<file path="config.mk">
export PLATFORM = sky130hd
export DESIGN_NAME = calendar_alarm_time_adder
export DESIGN_NICKNAME = d
export VERILOG_FILES = /design/src/rtl/core/cata_pkg.sv /design/src/rtl/core/calendar_alarm_time_adder.sv
export SDC_FILE = /design/constraint.sdc
export NUM_CORES = 1
export LEC_CHECK = 0
export BUFFER_PORTS_ARGS = -buffer_cell sky130_fd_sc_hd__buf_2
export CAP_MARGIN = 20
export CELL_PAD_IN_SITES_DETAIL_PLACEMENT = 2
export CELL_PAD_IN_SITES_GLOBAL_PLACEMENT = 2
export CORE_UTILIZATION = 45
export CTS_BUF_LIST = sky130_fd_sc_hd__clkbuf_8
export CTS_CLUSTER_SIZE = 16
export DETAILED_ROUTE_END_ITERATION = 8
export PLACE_DENSITY = 0.81
export SLEW_MARGIN = 20
export SYNTH_ARGS = -nofsm -noshare
export SYNTH_HDL_FRONTEND = slang
export SYNTH_SLANG_ARGS = --single-unit
</file>
<file path="constraint.sdc">
create_clock -name clk -period 33.9 [get_ports clk]
set_clock_uncertainty 0.05 [all_clocks]
set_input_delay 1.695 -clock clk [delete_from_list [all_inputs] [get_ports clk]]
set_output_delay 1.695 -clock clk [all_outputs]
set_load 0.02 [all_outputs]
</file>
<file path="src/rtl/core/cata_pkg.sv">
`timescale 1ns / 1ps

package cata_pkg;

	// reciprocal constants, q = (x * MUL) >> SHIFT is exact over the value range
	localparam int unsigned DAY_HI_DIV   = 675;
	localparam int unsigned DAY_HI_MUL   = 25451659;
	localparam int unsigned DAY_HI_SHIFT = 34;
	localparam int unsigned DAY_HI_MUL_W = 25;
	localparam int unsigned DAY_LO_BITS  = 7;

	localparam int unsigned HOUR_SECS  = 3600;
	localparam int unsigned HOUR_MUL   = 149131;
	localparam int unsigned HOUR_SHIFT = 29;
	localparam int unsigned HOUR_MUL_W = 18;

	localparam int unsigned MIN_SECS  = 60;
	localparam int unsigned MIN_MUL   = 2185;
	localparam int unsigned MIN_SHIFT = 17;
	localparam int unsigned MIN_MUL_W = 12;

	localparam int unsigned MLEN_SHIFT = 22;
	localparam int unsigned MLEN_MUL_W = 18;

	localparam int unsigned SUBSEC_W = 10;
	localparam int unsigned SEC_W    = 6;
	localparam int unsigned MIN_W    = 6;
	localparam int unsigned HOUR_W   = 5;
	localparam int unsigned DAY_W    = 5;
	localparam int unsigned MONTH_W  = 4;
	localparam int unsigned YEAR_W   = 7;
	localparam int unsigned REM_W    = 17;
	localparam int unsigned REM2_W   = 12;

	localparam logic [4:0] MONTH_NORM [12] = '{
		5'd31, 5'd28, 5'd31, 5'd30, 5'd31, 5'd30,
		5'd31, 5'd31, 5'd30, 5'd31, 5'd30, 5'd31
	};
	localparam logic [4:0] MONTH_LEAP [12] = '{
		5'd31, 5'd29, 5'd31, 5'd30, 5'd31, 5'd30,
		5'd31, 5'd31, 5'd30, 5'd31, 5'd30, 5'd31
	};

	function automatic logic [4:0] month_len(input logic [MONTH_W-1:0] month,
		input logic [YEAR_W-1:0] year);
		logic [3:0] idx;
		idx = month - 4'd1;
		if (month < 4'd1 || month > 4'd12) begin
			return 5'd31;
		end
		if (year[1:0] == 2'b00) begin
			return MONTH_LEAP[idx];
		end
		return MONTH_NORM[idx];
	endfunction

	function automatic logic [MLEN_MUL_W-1:0] month_recip(input logic [4:0] len);
		case (len)
			5'd28:   return 18'd149797;
			5'd29:   return 18'd144632;
			5'd30:   return 18'd139811;
			default: return 18'd135301;
		endcase
	endfunction

endpackage

</file>
<file path="src/rtl/core/calendar_alarm_time_adder.sv">
`timescale 1ns / 1ps

// channel   signals                     direction  beat
// input     in_valid, in_stall, ref_*   sink       timeout and reference time
//           timeout_ticks
// output    out_valid, out_stall,       source     alarm time
//           alarm_*
//
// Ten register stages; one beat per cycle while the output is not stalled.
// The stage count is set by the reciprocal multiplies for the day, hour, minute and
// month-length divisions, each followed by its own register.
// Reset clears the valid bits only.
// A stalled output beat freezes the whole pipeline; in_stall follows it in the same cycle.
module calendar_alarm_time_adder #(
	parameter int unsigned SUBSEC_BITS = 10
) (
	input  logic                              clk,
	input  logic                              arst_n,
	input  logic                              in_valid,
	output logic                              in_stall,
	input  logic [31:0]                       timeout_ticks,
	input  logic [cata_pkg::SUBSEC_W-1:0]     ref_subsecond,
	input  logic [cata_pkg::SEC_W-1:0]        ref_second,
	input  logic [cata_pkg::MIN_W-1:0]        ref_minute,
	input  logic [cata_pkg::HOUR_W-1:0]       ref_hour,
	input  logic [cata_pkg::DAY_W-1:0]        ref_day,
	input  logic [cata_pkg::MONTH_W-1:0]      ref_month,
	input  logic [cata_pkg::YEAR_W-1:0]       ref_year,
	output logic                              out_valid,
	input  logic                              out_stall,
	output logic [cata_pkg::SUBSEC_W-1:0]     alarm_subsecond,
	output logic [cata_pkg::SEC_W-1:0]        alarm_second,
	output logic [cata_pkg::MIN_W-1:0]        alarm_minute,
	output logic [cata_pkg::HOUR_W-1:0]       alarm_hour,
	output logic [cata_pkg::DAY_W-1:0]        alarm_day
);
	import cata_pkg::*;

	localparam int unsigned SB  = SUBSEC_BITS;
	localparam int unsigned SW  = 32 - SB;
	localparam int unsigned XW  = SW - DAY_LO_BITS;
	localparam int unsigned QW  = XW - 9;
	localparam int unsigned DW  = ((QW > 5) ? QW : 5) + 2;
	localparam int unsigned PW1 = XW + DAY_HI_MUL_W;
	localparam int unsigned PW3 = REM_W + HOUR_MUL_W;
	localparam int unsigned PW5 = REM2_W + MIN_MUL_W;
	localparam int unsigned PW9 = DW + MLEN_MUL_W;
	localparam logic [SB-1:0] PREDIV = {SB{1'b1}};

	logic en;

	// stage 1
	logic [SB+SUBSEC_W-1:0] rsub_ext;
	logic [SW-1:0]          secs;
	logic [SB:0]            sub_sum;
	logic [SB-1:0]          sub_lo;
	logic [SB+SUBSEC_W-1:0] sub_out_ext;

	logic                 valid_s1;
	logic [PW1-1:0]       p1_s1;
	logic [XW-1:0]        x_s1;
	logic [DAY_LO_BITS-1:0] lo_s1;
	logic                 subc_s1;
	logic [SUBSEC_W-1:0]  subo_s1;
	logic [SEC_W-1:0]     sec_s1;
	logic [MIN_W-1:0]     min_s1;
	logic [HOUR_W-1:0]    hour_s1;
	logic [DAY_W-1:0]     day_s1;
	logic [4:0]           len_s1;

	assign rsub_ext    = {{SB{1'b0}}, ref_subsecond};
	assign secs        = timeout_ticks[31:SB];
	assign sub_sum     = {1'b0, PREDIV - rsub_ext[SB-1:0]} + {1'b0, timeout_ticks[SB-1:0]};
	assign sub_lo      = sub_sum[SB-1:0];
	assign sub_out_ext = {{SUBSEC_W{1'b0}}, ~sub_lo};

	// stage 2
	logic [QW-1:0]     q1;
	logic [XW-1:0]     r1_full;
	logic              valid_s2;
	logic [QW-1:0]     q_s2;
	logic [REM_W-1:0]  rem_s2;
	logic              subc_s2;
	logic [SUBSEC_W-1:0] subo_s2;
	logic [SEC_W-1:0]  sec_s2;
	logic [MIN_W-1:0]  min_s2;
	logic [HOUR_W-1:0] hour_s2;
	logic [DAY_W-1:0]  day_s2;
	logic [4:0]        len_s2;

	assign q1      = p1_s1[DAY_HI_SHIFT +: QW];
	assign r1_full = x_s1 - XW'(XW'(q1) * XW'(DAY_HI_DIV));

	// stage 3
	logic              valid_s3;
	logic [PW3-1:0]    p3_s3;
	logic [QW-1:0]     q_s3;
	logic [REM_W-1:0]  rem_s3;
	logic              subc_s3;
	logic [SUBSEC_W-1:0] subo_s3;
	logic [SEC_W-1:0]  sec_s3;
	logic [MIN_W-1:0]  min_s3;
	logic [HOUR_W-1:0] hour_s3;
	logic [DAY_W-1:0]  day_s3;
	logic [4:0]        len_s3;

	// stage 4
	logic [4:0]        h_w;
	logic              valid_s4;
	logic [4:0]        h_s4;
	logic [REM2_W-1:0] rem2_s4;
	logic [QW-1:0]     q_s4;
	logic              subc_s4;
	logic [SUBSEC_W-1:0] subo_s4;
	logic [SEC_W-1:0]  sec_s4;
	logic [MIN_W-1:0]  min_s4;
	logic [HOUR_W-1:0] hour_s4;
	logic [DAY_W-1:0]  day_s4;
	logic [4:0]        len_s4;

	assign h_w = p3_s3[HOUR_SHIFT +: 5];

	// stage 5
	logic              valid_s5;
	logic [PW5-1:0]    p5_s5;
	logic [REM2_W-1:0] rem2_s5;
	logic [4:0]        h_s5;
	logic [QW-1:0]     q_s5;
	logic              subc_s5;
	logic [SUBSEC_W-1:0] subo_s5;
	logic [SEC_W-1:0]  sec_s5;
	logic [MIN_W-1:0]  min_s5;
	logic [HOUR_W-1:0] hour_s5;
	logic [DAY_W-1:0]  day_s5;
	logic [4:0]        len_s5;

	// stage 6
	logic [5:0]        mq_w;
	logic              valid_s6;
	logic [5:0]        mq_s6;
	logic [5:0]        sr_s6;
	logic [4:0]        h_s6;
	logic [QW-1:0]     q_s6;
	logic              subc_s6;
	logic [SUBSEC_W-1:0] subo_s6;
	logic [SEC_W-1:0]  sec_s6;
	logic [MIN_W-1:0]  min_s6;
	logic [HOUR_W-1:0] hour_s6;
	logic [DAY_W-1:0]  day_s6;
	logic [4:0]        len_s6;

	assign mq_w = p5_s5[MIN_SHIFT +: 6];

	// stage 7
	logic [7:0]        s_sum;
	logic [1:0]        cs_w;
	logic [7:0]        m_sum;
	logic [1:0]        cm_w;
	logic              valid_s7;
	logic [SEC_W-1:0]  seco_s7;
	logic [MIN_W-1:0]  mino_s7;
	logic [1:0]        cm_s7;
	logic [4:0]        h_s7;
	logic [QW-1:0]     q_s7;
	logic [SUBSEC_W-1:0] subo_s7;
	logic [HOUR_W-1:0] hour_s7;
	logic [DAY_W-1:0]  day_s7;
	logic [4:0]        len_s7;

	assign s_sum = 8'(sec_s6) + 8'(sr_s6) + 8'(subc_s6);
	assign cs_w  = (s_sum >= 8'd120) ? 2'd2 : (s_sum >= 8'd60) ? 2'd1 : 2'd0;
	assign m_sum = 8'(min_s6) + 8'(mq_s6) + 8'(cs_w);
	assign cm_w  = (m_sum >= 8'd120) ? 2'd2 : (m_sum >= 8'd60) ? 2'd1 : 2'd0;

	// stage 8
	logic [6:0]        h_sum;
	logic [1:0]        ch_w;
	logic              valid_s8;
	logic [SEC_W-1:0]  seco_s8;
	logic [MIN_W-1:0]  mino_s8;
	logic [HOUR_W-1:0] houro_s8;
	logic [DW-1:0]     days_s8;
	logic [SUBSEC_W-1:0] subo_s8;
	logic [4:0]        len_s8;

	assign h_sum = 7'(hour_s7) + 7'(h_s7) + 7'(cm_s7);
	assign ch_w  = (h_sum >= 7'd48) ? 2'd2 : (h_sum >= 7'd24) ? 2'd1 : 2'd0;

	// stage 9
	logic              valid_s9;
	logic [PW9-1:0]    p9_s9;
	logic [DW-1:0]     days_s9;
	logic [SEC_W-1:0]  seco_s9;
	logic [MIN_W-1:0]  mino_s9;
	logic [HOUR_W-1:0] houro_s9;
	logic [SUBSEC_W-1:0] subo_s9;
	logic [4:0]        len_s9;

	// stage 10
	logic [DW-5:0]     dq_w;
	logic [DW-1:0]     dr_w;
	logic              valid_s10;
	logic [SUBSEC_W-1:0] subo_s10;
	logic [SEC_W-1:0]  seco_s10;
	logic [MIN_W-1:0]  mino_s10;
	logic [HOUR_W-1:0] houro_s10;
	logic [DAY_W-1:0]  dayo_s10;

	assign dq_w = p9_s9[MLEN_SHIFT +: DW-4];
	assign dr_w = days_s9 - DW'(DW'(dq_w) * DW'(len_s9));

	assign en       = !(valid_s10 && out_stall);
	assign in_stall = !en;

	always_ff @(posedge clk or negedge arst_n) begin
		if (!arst_n) begin
			valid_s1  <= 1'b0;
			valid_s2  <= 1'b0;
			valid_s3  <= 1'b0;
			valid_s4  <= 1'b0;
			valid_s5  <= 1'b0;
			valid_s6  <= 1'b0;
			valid_s7  <= 1'b0;
			valid_s8  <= 1'b0;
			valid_s9  <= 1'b0;
			valid_s10 <= 1'b0;
		end else if (en) begin
			valid_s1  <= in_valid;
			valid_s2  <= valid_s1;
			valid_s3  <= valid_s2;
			valid_s4  <= valid_s3;
			valid_s5  <= valid_s4;
			valid_s6  <= valid_s5;
			valid_s7  <= valid_s6;
			valid_s8  <= valid_s7;
			valid_s9  <= valid_s8;
			valid_s10 <= valid_s9;
		end
	end

	always_ff @(posedge clk) begin
		if (en) begin
			// split seconds into day count and remainder
			p1_s1   <= PW1'(secs[SW-1:DAY_LO_BITS]) * PW1'(DAY_HI_MUL);
			x_s1    <= secs[SW-1:DAY_LO_BITS];
			lo_s1   <= secs[DAY_LO_BITS-1:0];
			subc_s1 <= sub_sum[SB];
			subo_s1 <= sub_out_ext[SUBSEC_W-1:0];
			sec_s1  <= ref_second;
			min_s1  <= ref_minute;
			hour_s1 <= ref_hour;
			day_s1  <= ref_day;
			len_s1  <= month_len(ref_month, ref_year);

			q_s2    <= q1;
			rem_s2  <= {r1_full[9:0], lo_s1};
			subc_s2 <= subc_s1;
			subo_s2 <= subo_s1;
			sec_s2  <= sec_s1;
			min_s2  <= min_s1;
			hour_s2 <= hour_s1;
			day_s2  <= day_s1;
			len_s2  <= len_s1;

			p3_s3   <= PW3'(rem_s2) * PW3'(HOUR_MUL);
			q_s3    <= q_s2;
			rem_s3  <= rem_s2;
			subc_s3 <= subc_s2;
			subo_s3 <= subo_s2;
			sec_s3  <= sec_s2;
			min_s3  <= min_s2;
			hour_s3 <= hour_s2;
			day_s3  <= day_s2;
			len_s3  <= len_s2;

			h_s4    <= h_w;
			rem2_s4 <= REM2_W'(rem_s3 - REM_W'(REM_W'(h_w) * REM_W'(HOUR_SECS)));
			q_s4    <= q_s3;
			subc_s4 <= subc_s3;
			subo_s4 <= subo_s3;
			sec_s4  <= sec_s3;
			min_s4  <= min_s3;
			hour_s4 <= hour_s3;
			day_s4  <= day_s3;
			len_s4  <= len_s3;

			p5_s5   <= PW5'(rem2_s4) * PW5'(MIN_MUL);
			rem2_s5 <= rem2_s4;
			h_s5    <= h_s4;
			q_s5    <= q_s4;
			subc_s5 <= subc_s4;
			subo_s5 <= subo_s4;
			sec_s5  <= sec_s4;
			min_s5  <= min_s4;
			hour_s5 <= hour_s4;
			day_s5  <= day_s4;
			len_s5  <= len_s4;

			mq_s6   <= mq_w;
			sr_s6   <= 6'(rem2_s5 - REM2_W'(REM2_W'(mq_w) * REM2_W'(MIN_SECS)));
			h_s6    <= h_s5;
			q_s6    <= q_s5;
			subc_s6 <= subc_s5;
			subo_s6 <= subo_s5;
			sec_s6  <= sec_s5;
			min_s6  <= min_s5;
			hour_s6 <= hour_s5;
			day_s6  <= day_s5;
			len_s6  <= len_s5;

			// ripple carries through seconds and minutes
			seco_s7 <= SEC_W'(s_sum - ((cs_w == 2'd2) ? 8'd120 : (cs_w == 2'd1) ? 8'd60 : 8'd0));
			mino_s7 <= MIN_W'(m_sum - ((cm_w == 2'd2) ? 8'd120 : (cm_w == 2'd1) ? 8'd60 : 8'd0));
			cm_s7   <= cm_w;
			h_s7    <= h_s6;
			q_s7    <= q_s6;
			subo_s7 <= subo_s6;
			hour_s7 <= hour_s6;
			day_s7  <= day_s6;
			len_s7  <= len_s6;

			seco_s8  <= seco_s7;
			mino_s8  <= mino_s7;
			houro_s8 <= HOUR_W'(h_sum - ((ch_w == 2'd2) ? 7'd48 : (ch_w == 2'd1) ? 7'd24 : 7'd0));
			days_s8  <= DW'(day_s7) + DW'(q_s7) + DW'(ch_w);
			subo_s8  <= subo_s7;
			len_s8   <= len_s7;

			p9_s9    <= PW9'(days_s8) * PW9'(month_recip(len_s8));
			days_s9  <= days_s8;
			seco_s9  <= seco_s8;
			mino_s9  <= mino_s8;
			houro_s9 <= houro_s8;
			subo_s9  <= subo_s8;
			len_s9   <= len_s8;

			// reduce day past month length
			subo_s10  <= subo_s9;
			seco_s10  <= seco_s9;
			mino_s10  <= mino_s9;
			houro_s10 <= houro_s9;
			dayo_s10  <= (days_s9 > DW'(len_s9)) ? dr_w[DAY_W-1:0] : days_s9[DAY_W-1:0];
		end
	end

	assign out_valid       = valid_s10;
	assign alarm_subsecond = subo_s10;
	assign alarm_second    = seco_s10;
	assign alarm_minute    = mino_s10;
	assign alarm_hour      = houro_s10;
	assign alarm_day       = dayo_s10;

	a_in_to_s1: assert property (@(posedge clk) disable iff (!arst_n)
		in_valid && !in_stall |=> valid_s1)
		else $error("accepted beat did not enter stage 1");

	a_sec_range: assert property (@(posedge clk) disable iff (!arst_n)
		out_valid |-> alarm_second < 6'd60)
		else $error("alarm second out of range");

	a_min_range: assert property (@(posedge clk) disable iff (!arst_n)
		out_valid |-> alarm_minute < 6'd60)
		else $error("alarm minute out of range");

	a_hour_range: assert property (@(posedge clk) disable iff (!arst_n)
		out_valid |-> alarm_hour < 5'd24)
		else $error("alarm hour out of range");

	a_hold_frozen: assert property (@(posedge clk) disable iff (!arst_n)
		in_stall |=> $stable(valid_s5) && $stable(q_s5))
		else $error("pipeline advanced while stalled");

endmodule

</file>
==> out/metrics.yaml <==
run_status:
  status: "completed"
critical_path:
  path_class: "in2reg"
  startpoint_type: "primary input"
  r2r_start: "rem_s2[6]"
  rr_worst_depth: 17
  r2r_slack_ps: 27060
  end_kind: "flip-flop"
  cp.required_ps: 34270
  cp_max_fo: 8
  r2r-end: "p3_s3[32]"
  worstPathArrival_ps: 7300
global_route:
  use_met2_pct: 51.6
  antenna_found_initial: 2
  grt_max_degree: 169
  grt_pass1_vias: 22800
  grt_use_met1_pct: 28.2
  busiest_layer: "met2"
  track_usage_pct: 26.4
  grt_pass1_wl_um: 143000
  overflow: 0
  grt_use_met3_pct: 3.23
sta:
  hold_violations: 0
  period_share_pct: 20.4
  clock.fmax_mhz: 144
  tightest_slew_ps: 1010
  period_needed_ps: 6930
  hold_ws_ps: 348
  slew_viol_final: 0
  timing.slew.headroom_pct: 32.8
  grt_setup_unrepaired: "false"
  setup_viol: 0
  setup_tns_ps: 0
clock_tree:
  cts.sinks: 512
  post_cts_buffers: 0
  root_buffer: "clkbuf_8"
  htreeDepth: 3
  cts_max_path_buffers: 3
  numCtsBuffers: 89
  holdBufCountCts: 0
  ctsResizeCount: 0
  cts_tree: "done"
  clk_latency_ps: 700
  clk_pin_slew_ps: 80
logic_synthesis:
  yosysSeqAreaShare_pct: 47.6
  synth_top_area_share_pct: 46.8
  synth_edf_count: 502
  synth_area_leaders: "edfxtp_1, ha_1, fa_1"
  synth_common_cells: "ha_1, edfxtp_1, inv_1"
  synth_nets: 3161
  synth_flop_cell: "edfxtp_1"
  ys_ff_latch: 512
  yosysMostFrequentCell: "ha_1"
  synth_warnings: 0
  ys_types: 58
  netlist_area_sq_um: 32200
  yosysTopAreaCell: "edfxtp_1"
  async_reset_ff_share_pct: 1.95
  netlist_instances: 2288
  avgSynthCellArea_sq_um: 14.1
routing:
  drt-initial-drc-count: 1023
  firstDrtPassIters: 4
  postRouteWirelength_um: 94800
  drc: 0
  vias_per_cell: 5.33
  ant_nets: 0
  via_count: 18600
  wl_per_cell_um: 27.1
worst_hold_path:
  hold_path.class: "reg2reg"
  holdPathStages: 0
  hold_path_end: "subo_s5[7]"
  min_from: "subo_s4[7]"
finish:
  largest_reg_flops: 17
  nNetsFinal: 3359
  area_growth_pct: 10.8
  drive_above_1_share_pct: 9.90
  reg.largest.list: "rem_s2: 17 flops, rem2_s4: 12 flops, rem_s3: 11 flops"
  top_register: "rem_s2"
  stdcell_count: 3496
  finalInstanceArea_sq_um: 35700
floorplanning:
  dieHeight_um: 270
  num_rows: 97
  core_area_sq_um: 70400
  fp.dieW_um: 270
  initial_core_util_pct: 45.8
  io_pins: 113
  die-area_sq_um: 72700
flow_run:
  drv_cap: 0
placed_design:
  placed_cell_area_sq_um: 34000
  routabilityCongestion: 0.857
  place_inst: 3335
  dp_hpwl_um: 65900
  portBuffers: 107
-- worst max-delay path by stage --
| stage | startpoint | to | slack [ps] | depth (start not counted) |
|---|---|---|---|---|
| final | timeout_ticks[29] | p1_s1[39] | 26970 | 18 |
| after global routing | timeout_ticks[29] | p1_s1[39] | 26810 | 18 |
| after CTS | timeout_ticks[29] | p1_s1[39] | 27020 | 18 |
| after detailed placement | timeout_ticks[29] | p1_s1[39] | 26320 | 18 |
| after global placement | timeout_ticks[29] | p1_s1[39] | 26630 | 18 |
| after floorplan | out_stall | in_stall | 14170 | 3 |
-- per-layer routing --
metal  up-vias  part of all wire, %
met4         0                  4.2
met1      9768                   37
met3       213                  2.7
li1       8204                    -
met5         -                    0
met2       435                   56
-- kinds of logic after synthesis --
logic type	Yosys count	synth area share, %
compound gates	193	3.99
fa+ha+maj	795	36.8
simple gates	196	3.10
flops	512	47.6
mux	11	0.381
xor+xnor	90	2.45
buf+inv	491	5.72
-- worst max-delay path: stages --
cell,delay [ps]
buf_2,200
fa_1,560
inv_1,50
fa_1,480
fa_1,560
inv_1,70
fa_1,510
fa_1,460
fa_1,490
ha_1,340
nand4_1,230
nor3_1,100
a2bb2oi_1,350
a21oi_1,170
a2111oi_4,470
a21oi_1,210
a21oi_1,220
xnor2_1,120
-- final cells by class --
| class | instances | area (sq um) |
|---|---|---|
| inverter | 486 | 1820 |
| clock buffer | 91 | 1250 |
| sequential | 512 | 15300 |
| timing repair buffer | 112 | 589 |
| multi-input combinational | 1285 | 15100 |
| tap | 940 | 1180 |
| clock inverter | 69 | 480 |
| antenna | 1 | 2.50 |
| fill | 6626 | 34700 |
-- placed cells by master, fill, tap and decap left out, drive strengths merged, types with 13 or more instances in the layout --
cell	instances
a21o	36
a21oi	63
and2	28
buf	112
clkbuf	91
clkinv	34
edfxtp	502
fa	254
ha	540
inv	515
nand2	45
nand3	15
nor2	38
nor2b	27
nor3	13
o21a	14
o21ai	38
xnor2	66
xor2	24
-- per-stage QoR --
step / worst slack [ps] / utilization (%)
2_1_floorplan: 14170 / -
3_3_place_gp: 26630 / 48.2
3_5_place_dp: 26320 / 48.2
4_1_cts: 27020 / 50.7
5_1_grt: 26810 / 50.7
6_report: 26970 / 50.7
Power is not shown: default switching activity piles up to over one toggle a cycle in this logic, so the estimate is an artifact.
